### src/rtl/core/dtp_pkg.sv
// Shared types and constants for the delay timer pool.
package dtp_pkg;

  // Field widths fixed by the command and result words.
  localparam int OP_W     = 3;
  localparam int BANK_W   = 2;
  localparam int SLOT_W   = 4;
  localparam int DELAY_W  = 16;
  localparam int MASK_W   = 10;

  // Default geometry of the pool.
  localparam int SLOTS_PER_BANK_DEF = 10;
  localparam int NUM_BANKS_DEF      = 4;

  // Command codes.
  typedef enum logic [OP_W-1:0] {
    OP_TICK    = 3'd0,
    OP_ALLOC   = 3'd1,
    OP_RELEASE = 3'd2,
    OP_RESTART = 3'd3,
    OP_CLEAR   = 3'd4
  } dtp_op_t;

  // Command word.
  typedef struct packed {
    logic [OP_W-1:0]    opcode;
    logic [BANK_W-1:0]  bank;
    logic [SLOT_W-1:0]  slot_index;
    logic [DELAY_W-1:0] delay_ticks;
  } dtp_in_t;

  // Result word.
  typedef struct packed {
    logic [SLOT_W-1:0] granted_slot;
    logic              success;
    logic [MASK_W-1:0] done_mask;
  } dtp_out_t;

  // Command as broadcast to the cells of one bank.
  typedef struct packed {
    logic               sel;
    logic [OP_W-1:0]    opcode;
    logic [SLOT_W-1:0]  slot_index;
    logic [DELAY_W-1:0] delay_ticks;
  } dtp_bank_cmd_t;

  // Free-slot search carried from one cell to the next.
  typedef struct packed {
    logic              found;
    logic [SLOT_W-1:0] idx;
  } dtp_link_t;

endpackage

### src/rtl/core/delay_timer_pool.sv
// Top level of the delay timer pool: command decode, banks of slot cells and result register.
//
// A pool of countdown slots in NUM_BANKS banks of SLOTS_PER_BANK slots each.
// A command word on in_word is taken at a clock edge where start is high and
// busy is low. It ticks a bank, allocates the bank's first free slot, releases
// or restarts one slot, or clears the whole bank.
// The cycle after acceptance busy is high while the command is applied to the
// addressed bank; at the end of that cycle every slot cell updates at once and
// the result word is registered. The cycle after that, out_strobe is high for
// exactly one cycle with out_word, which carries the granted slot, the success
// flag and the done flags of the addressed bank after the command.
// A new command may be accepted in the strobe cycle, but not while busy is high.
// Between acceptance and the strobe lie the command register in front of the
// cells and the result register behind them; the allocation search ripples
// through the row of cells combinationally in the execute cycle.
// The receiver cannot stall: each result is shown for one cycle only.
// Synchronous reset frees every slot, clears all counts and done flags, and
// drops busy and out_strobe.
module delay_timer_pool #(
  parameter int SLOTS_PER_BANK = dtp_pkg::SLOTS_PER_BANK_DEF,
  parameter int NUM_BANKS      = dtp_pkg::NUM_BANKS_DEF
) (
  input  logic              clk,
  input  logic              rst_n,
  input  logic              start,
  output logic              busy,
  input  dtp_pkg::dtp_in_t  in_word,
  output logic              out_strobe,
  output dtp_pkg::dtp_out_t out_word
);
  import dtp_pkg::*;

  dtp_in_t   cmd_r;
  logic      exec_r;
  logic      strobe_r;
  dtp_out_t  out_r, out_nxt;

  logic [NUM_BANKS-1:0]      bank_sel;
  logic [NUM_BANKS-1:0]      bank_grabbed;
  logic [NUM_BANKS-1:0]      bank_slot_ok;
  logic [SLOT_W-1:0]         bank_grant [NUM_BANKS];
  logic [SLOTS_PER_BANK-1:0] bank_done  [NUM_BANKS];
  logic [MASK_W-1:0]         bank_mask  [NUM_BANKS];

  logic                      bank_ok;
  logic                      grabbed;
  logic                      slot_ok;
  logic [SLOT_W-1:0]         grant_idx;
  logic [MASK_W-1:0]         mask;

  // Accept a command and hold it for the execute cycle.
  always_ff @(posedge clk) begin
    if (!rst_n) begin
      exec_r   <= 1'b0;
      strobe_r <= 1'b0;
    end else begin
      exec_r   <= start && !exec_r;
      strobe_r <= exec_r;
    end
  end

  always_ff @(posedge clk) begin
    if (start && !exec_r) begin
      cmd_r <= in_word;
    end
    if (exec_r) begin
      out_r <= out_nxt;
    end
  end

  // Bank array; only the addressed bank sees a live command.
  for (genvar b = 0; b < NUM_BANKS; b++) begin : g_bank
    dtp_bank_cmd_t bcmd;

    assign bank_sel[b]      = (b < (1 << BANK_W)) && (cmd_r.bank == BANK_W'(b));
    assign bcmd.sel         = exec_r && bank_sel[b];
    assign bcmd.opcode      = cmd_r.opcode;
    assign bcmd.slot_index  = cmd_r.slot_index;
    assign bcmd.delay_ticks = cmd_r.delay_ticks;

    dtp_bank #(
      .SLOTS_PER_BANK (SLOTS_PER_BANK)
    ) u_bank (
      .clk       (clk),
      .rst_n     (rst_n),
      .cmd       (bcmd),
      .grabbed   (bank_grabbed[b]),
      .grant_idx (bank_grant[b]),
      .slot_ok   (bank_slot_ok[b]),
      .done_nxt  (bank_done[b])
    );

    // Done flags mapped onto the fixed-width mask; slots past the mask are not shown.
    for (genvar j = 0; j < MASK_W; j++) begin : g_mask
      if (j < SLOTS_PER_BANK) begin : g_bit
        assign bank_mask[b][j] = bank_done[b][j];
      end else begin : g_zero
        assign bank_mask[b][j] = 1'b0;
      end
    end
  end

  // Pick out the addressed bank's answers.
  always_comb begin
    bank_ok   = 1'b0;
    grabbed   = 1'b0;
    slot_ok   = 1'b0;
    grant_idx = '0;
    mask      = '0;
    for (int b = 0; b < NUM_BANKS; b++) begin
      if (bank_sel[b]) begin
        bank_ok   = 1'b1;
        grabbed   = bank_grabbed[b];
        slot_ok   = bank_slot_ok[b];
        grant_idx = bank_grant[b];
        mask      = bank_mask[b];
      end
    end
  end

  // Result word.
  always_comb begin
    out_nxt.granted_slot = cmd_r.slot_index;
    out_nxt.success      = 1'b0;
    out_nxt.done_mask    = mask;
    if (bank_ok) begin
      unique case (cmd_r.opcode) inside
        OP_TICK, OP_CLEAR: begin
          out_nxt.success = 1'b1;
        end
        OP_ALLOC: begin
          out_nxt.success      = grabbed;
          out_nxt.granted_slot = grabbed ? grant_idx : '0;
        end
        OP_RELEASE, OP_RESTART: begin
          out_nxt.success = slot_ok;
        end
        default: begin
          out_nxt.success = 1'b0;
        end
      endcase
    end
  end

  assign busy       = exec_r;
  assign out_strobe = strobe_r;
  assign out_word   = out_r;

endmodule

### src/rtl/core/dtp_cell.sv
// One timer slot: count, in-use and done state plus its link in the free-slot chain.
module dtp_cell #(
  parameter int INDEX = 0
) (
  input  logic                  clk,
  input  logic                  rst_n,
  input  dtp_pkg::dtp_bank_cmd_t cmd,
  input  dtp_pkg::dtp_link_t     link_in,
  output dtp_pkg::dtp_link_t     link_out,
  output logic                  hit,
  output logic                  done_nxt
);
  import dtp_pkg::*;

  logic [DELAY_W-1:0] count_r, count_nxt;
  logic               used_r, used_nxt;
  logic               done_r;
  logic               grab, do_tick, do_take, do_clear;
  logic [DELAY_W-1:0] count_dec;

  // Decode the bank command for this slot.
  assign hit      = (cmd.slot_index == SLOT_W'(INDEX));
  assign grab     = cmd.sel && (cmd.opcode == OP_ALLOC) && !used_r && !link_in.found;
  assign do_tick  = cmd.sel && (cmd.opcode == OP_TICK);
  assign do_take  = grab || (cmd.sel && (cmd.opcode == OP_RESTART) && hit);
  assign do_clear = cmd.sel && (((cmd.opcode == OP_RELEASE) && hit) ||
                                (cmd.opcode == OP_CLEAR));

  // The first free slot claims the allocation and tells the cells after it.
  assign link_out.found = link_in.found || !used_r;
  assign link_out.idx   = grab ? SLOT_W'(INDEX) : link_in.idx;

  assign count_dec = (used_r && (count_r != '0)) ? count_r - 1'b1 : count_r;

  // Next slot state.
  always_comb begin
    count_nxt = count_r;
    used_nxt  = used_r;
    done_nxt  = done_r;
    if (do_tick) begin
      count_nxt = count_dec;
      if (used_r && (count_dec == '0)) begin
        done_nxt = 1'b1;
      end
    end else if (do_take) begin
      count_nxt = cmd.delay_ticks;
      used_nxt  = 1'b1;
      done_nxt  = 1'b0;
    end else if (do_clear) begin
      count_nxt = '0;
      used_nxt  = 1'b0;
      done_nxt  = 1'b0;
    end
  end

  // Slot registers.
  always_ff @(posedge clk) begin
    if (!rst_n) begin
      count_r <= '0;
      used_r  <= 1'b0;
      done_r  <= 1'b0;
    end else begin
      count_r <= count_nxt;
      used_r  <= used_nxt;
      done_r  <= done_nxt;
    end
  end

endmodule

### src/rtl/core/dtp_bank.sv
// One bank: a row of slot cells joined by the free-slot search chain.
module dtp_bank #(
  parameter int SLOTS_PER_BANK = dtp_pkg::SLOTS_PER_BANK_DEF
) (
  input  logic                        clk,
  input  logic                        rst_n,
  input  dtp_pkg::dtp_bank_cmd_t       cmd,
  output logic                        grabbed,
  output logic [dtp_pkg::SLOT_W-1:0]  grant_idx,
  output logic                        slot_ok,
  output logic [SLOTS_PER_BANK-1:0]   done_nxt
);
  import dtp_pkg::*;

  dtp_link_t                 link [SLOTS_PER_BANK+1];
  logic [SLOTS_PER_BANK-1:0] hit;

  assign link[0] = '{found: 1'b0, idx: '0};

  // The chain of cells, lowest slot first.
  for (genvar i = 0; i < SLOTS_PER_BANK; i++) begin : g_cell
    dtp_cell #(
      .INDEX (i)
    ) u_cell (
      .clk      (clk),
      .rst_n    (rst_n),
      .cmd      (cmd),
      .link_in  (link[i]),
      .link_out (link[i+1]),
      .hit      (hit[i]),
      .done_nxt (done_nxt[i])
    );
  end

  // A free slot existed somewhere in the row, so an allocation succeeded.
  assign grabbed   = link[SLOTS_PER_BANK].found;
  assign grant_idx = link[SLOTS_PER_BANK].idx;
  assign slot_ok   = |hit;

endmodule

### config.mk
export PLATFORM = sky130hd
export DESIGN_NAME = delay_timer_pool
export DESIGN_NICKNAME = d
export VERILOG_FILES = /design/src/rtl/core/dtp_pkg.sv /design/src/rtl/core/delay_timer_pool.sv /design/src/rtl/core/dtp_cell.sv /design/src/rtl/core/dtp_bank.sv
export SDC_FILE = /design/constraint.sdc
export NUM_CORES = 2
export LEC_CHECK = 0
export BUFFER_PORTS_ARGS = -buffer_cell sky130_fd_sc_hd__clkbuf_2
export CAP_MARGIN = 20
export CORE_UTILIZATION = 55
export CTS_BUF_LIST = sky130_fd_sc_hd__clkbuf_4 sky130_fd_sc_hd__clkbuf_8
export CTS_CLUSTER_DIAMETER = 150
export DETAILED_ROUTE_END_ITERATION = 7
export GPL_TIMING_DRIVEN = 1
export PLACE_DENSITY_LB_ADDON = 0.2
export RECOVER_POWER = 100
export SLEW_MARGIN = 30
export SYNTH_ARGS = -nofsm -noshare
export SYNTH_HDL_FRONTEND = slang
export SYNTH_SLANG_ARGS = --single-unit
### constraint.sdc
create_clock -name clk -period 5.66 [get_ports clk]
set_clock_uncertainty 0.2 [all_clocks]
set_input_delay 0.849 -clock clk [delete_from_list [all_inputs] [get_ports clk]]
set_output_delay 0.849 -clock clk [all_outputs]
set_load 0.05 [all_outputs]
==> flow_metrics.tcl <==
set metrics [dict create \
    antenna_found_initial 10 \
    synthMostInstantiatedCell "sky130_fd_sc_hd__nor2_1" \
    synth.avg_cell_area_um2 7.270 \
    synth_ff_type "sky130_fd_sc_hd__dfxtp_1" \
    muxShareOfSynthArea_pct 0.8490 \
    fin_nets 6868 \
    switching_share_pct 25.22 \
    seq_power_share_pct 43.9 \
    placement.io_buffers 44 \
    timing.final.setup_violations 0 \
    power-per-cell-area_nw_per_um2 228.8 \
    die_area_um2 92580 \
    worst_path_max_delay_cell "sky130_fd_sc_hd__clkbuf_1" \
    final_tns_setup_ps 0 \
    wirelength_mm 183.9 \
    worst_path_largest_cell_delay_ps 840 \
    netlist_top_cells_area "sky130_fd_sc_hd__dfxtp_1 29%, sky130_fd_sc_hd__a21oi_1 7.6%, sky130_fd_sc_hd__nor2_1 6.1%" \
    rsz0062_at_grt "false" \
    number_of_enable_flip_flop_cells_after_synthesis 40 \
    async_flop_share_pct 0 \
    kind_of_cell_adding_the_most_delay_to_the_critical_path "buffers and inverters" \
    crit_fanout 18 \
    detailedRoute.firstIterationViolations 6906 \
    clk_latency_ps 860 \
    fillerInstances 8374 \
    max_cap_viol_count 4 \
    via_count 55362 \
    post-place-cells 7768 \
    run_status "finished with violations" \
    vias_in_the_first_global_route 49830 \
    synth-xor-area-share_pct 2.667 \
    cts_tree "done" \
    power_leakage_nw 18.73 \
    min_cycle_time_layout_ps 5116 \
    power.switching_mw 3.146 \
    share_comb_of_total_power_pct 5.1 \
    layout-area-overhead-vs-synth_pct 8.478 \
    timing.critical_path.arrival_ps 5470 \
    gp_congestion 0.9913 \
    post-synth-top-area-fraction_pct 28.76 \
    critPathRequiredTime_ps 6020 \
    clockPowerShare_pct 51.0 \
    synthDistinctLibCells 101 \
    dp_worst_setup_slack_ps 1152 \
    cts_resized 0 \
    synthTopCellsByCount "821 x sky130_fd_sc_hd__nor2_1, 761 x sky130_fd_sc_hd__a21oi_1, 722 x sky130_fd_sc_hd__dfxtp_1, 676 x sky130_fd_sc_hd__nand2_1, 472 x sky130_fd_sc_hd__clkbuf_1" \
    layout-drive-gt1-share_pct 6.638 \
    number_of_synthesis_warnings 0 \
    cells_after_synthesis 6912 \
    synth_top_family_by_area "simple AND/OR/NAND/NOR gates" \
    synthAdderAreaFrac_pct 2.012 \
    setup.worst_path.class "reg2reg" \
    start_util_pct 55.66 \
    floorplan.die.width_um 304.3 \
    cts.clk_slew.worst_paths_ps 60 \
    cts-root-buf "sky130_fd_sc_hd__clkbuf_8" \
    final_antenna_net_count 0 \
    total_count_of_hold_check_failures_in_the_final_report 0 \
    placeable_core_area_um2 90290 \
    largest_net_degree_at_the_start_of_global_routing 143 \
    synth_nets 7020 \
    clock_tree.buffer_depth 3 \
    report.final.slew_viol_count 108 \
    sequential_to_total_area_share_from_yosys_stat_pct 31.15 \
    ios 45 \
    synth.largest_area_cell "sky130_fd_sc_hd__dfxtp_1" \
    max-vdd-ir-drop_mv 0.2898 \
    multiInputGateArea_um2 32050 \
    cp_num_buf_inv 3 \
    num_rows 110 \
    int_pwr_mw 9.328 \
    synth_compound_gate_area_share_pct 28.37 \
    ys_seq_elements 762 \
    grt_pass1_wl_mm 284.4 \
    hold_class "in2reg" \
    detailed_place_hpwl_mm 118.1 \
    worst_setup_path_end_kind "flip-flop" \
    synth_simple_gate_area_share_pct 29.92 \
    timing.critical_path.cells "clkbuf_1, nor4b_1, buf_4, nand3_1, o32ai_1, clkbuf_1, a21oi_2, nand2_1, o31ai_1, a22oi_1, o31ai_1" \
    max_freq_mhz 195.5 \
    fin_cells 8050 \
    grt_overflow_total 0 \
    route.detailed.wl_per_inst_um 22.84 \
    post-route-drc-count 4 \
    category_of_the_worst_setup_path_launch_point "flip-flop" \
    die_h_um 304.3 \
    worst_slew_margin_rel_pct -25.78 \
    detailedRoute.firstPassIterationCount 8 \
    fin_crit_sh_pct 90.40 \
    cts_sinks 762 \
    final-seq-area_um2 15660 \
    vias_per_cell 6.877 \
    cts_htree_levels 4 \
    violations "DRC, capacitance limit, slew limit" \
    grt.total_usage_pct 38.02 \
    finalWorstSetupSlack_ps 543.6 \
    cts_buf_count 143 \
    cts_setup_buffers 0 \
    worstMarginPinSlew_ps 1887 \
    mappedNetlistArea_um2 50250 \
]
==> timing repair <==
| action | CTS | global route |
|---|---|---|
| endpoints found under the hold margin | 23 | 0 |
| endpoints found under the setup margin | 0 | 0 |
| hold buffers | 23 | 0 |
==> cell usage in the layout (no fill, tap or decap), drive strengths merged, types with 48 or more instances in the layout <==
cell type / count
a211oi: 112
a21oi: 761
a221oi: 143
a22oi: 77
a31oi: 129
a32oi: 59
and2: 89
and3: 54
buf: 84
clkbuf: 314
dfxtp: 722
ha: 80
inv: 163
nand2: 676
nand2b: 48
nand3: 307
nand4: 88
nor2: 821
nor3: 298
nor4: 185
o21ai: 396
o22ai: 48
or3: 94
or4: 88
xnor2: 78
xor2: 75
==> worst reg2reg max path, stage by stage (launching register included) <==
cell	delay (ps)
sky130_fd_sc_hd__dfxtp_1	400
sky130_fd_sc_hd__clkbuf_1	840
sky130_fd_sc_hd__nor4b_1	340
sky130_fd_sc_hd__buf_4	220
sky130_fd_sc_hd__nand3_1	510
sky130_fd_sc_hd__o32ai_1	310
sky130_fd_sc_hd__clkbuf_1	730
sky130_fd_sc_hd__a21oi_2	310
sky130_fd_sc_hd__nand2_1	150
sky130_fd_sc_hd__o31ai_1	100
sky130_fd_sc_hd__a22oi_1	540
sky130_fd_sc_hd__o31ai_1	180
==> metal layers <==
metal	part of all wire (%)	GRT usage (%)
met4	4.9	18.19
met2	42	57.47
met1	41	51.65
met3	12	7.723
met5	0.046	0
==> power groups by stage <==
stage          logic (mW)  registers, mW  clock network, mW
3_5_place_dp        0.595           5.59                  0
3_3_place_gp        0.590           5.59                  0
6_report            0.635           5.48               6.36
4_1_cts             0.610           5.48               6.41
5_1_grt             0.641           5.48               6.65
2_1_floorplan       0.302           5.59                  0
==> flip-flops by register name, indices dropped and copies added (netlist names) <==
name                                 cells
busy                                     1
out_strobe                               1
g_bank.u_bank.g_cell.u_cell.done_r      40
cmd_r                                   25
g_bank.u_bank.g_cell.u_cell.count_r    640
g_bank.u_bank.g_cell.u_cell.used_r      40
out_word                                15
==> logic make-up (layout without fill, tap and decap cells) <==
family	Yosys count	count (layout)
xor+xnor	153	153
mux	42	42
other cells	0	4
flops	762	762
fa+ha+maj	81	81
compound gates	2194	2194
buf+inv	666	624
simple gates	3014	3014
==> stage by stage <==
step | total power [mW] | area [µm²] | utilization (%) | hold slack, ps
finish | 12.47 | 54510 | 60.38 | 102.5
global route | 12.77 | 54510 | 60.37 | 78.02
CTS | 12.50 | 54900 | 60.81 | 45.65
detailed placement | 6.189 | 51320 | 56.84 | 255.9
global placement | 6.182 | 51290 | 56.81 | 239.3
floorplan | 5.895 | 50250 | - | 232.1
==> final cells by class <==
class,count,area share (%)
antenna,4,0.01836
clock buffer,214,5.082
clock inverter,41,1.065
inverter,162,1.129
multi-input combinational,5484,58.80
sequential,762,28.72
tap,1176,2.699
timing repair buffer,207,2.490
==> final timing paths <==
| path | start | to | slack [ps] | cells past startpoint |
|---|---|---|---|---|
| setup / recovery | busy | out_word[5] | 540 | 11 |
| hold / removal | rst_n | g_bank[0].u_bank.g_cell[8].u_cell.count_r[4] | 100 | 2 |
| setup reg to reg | busy | out_word[5] | 540 | 11 |
| hold reg to reg | g_bank[1].u_bank.g_cell[0].u_cell.done_r | g_bank[1].u_bank.g_cell[0].u_cell.done_r | 270 | 2 |
No activity file was read; power rests on OpenSTA's default activity.
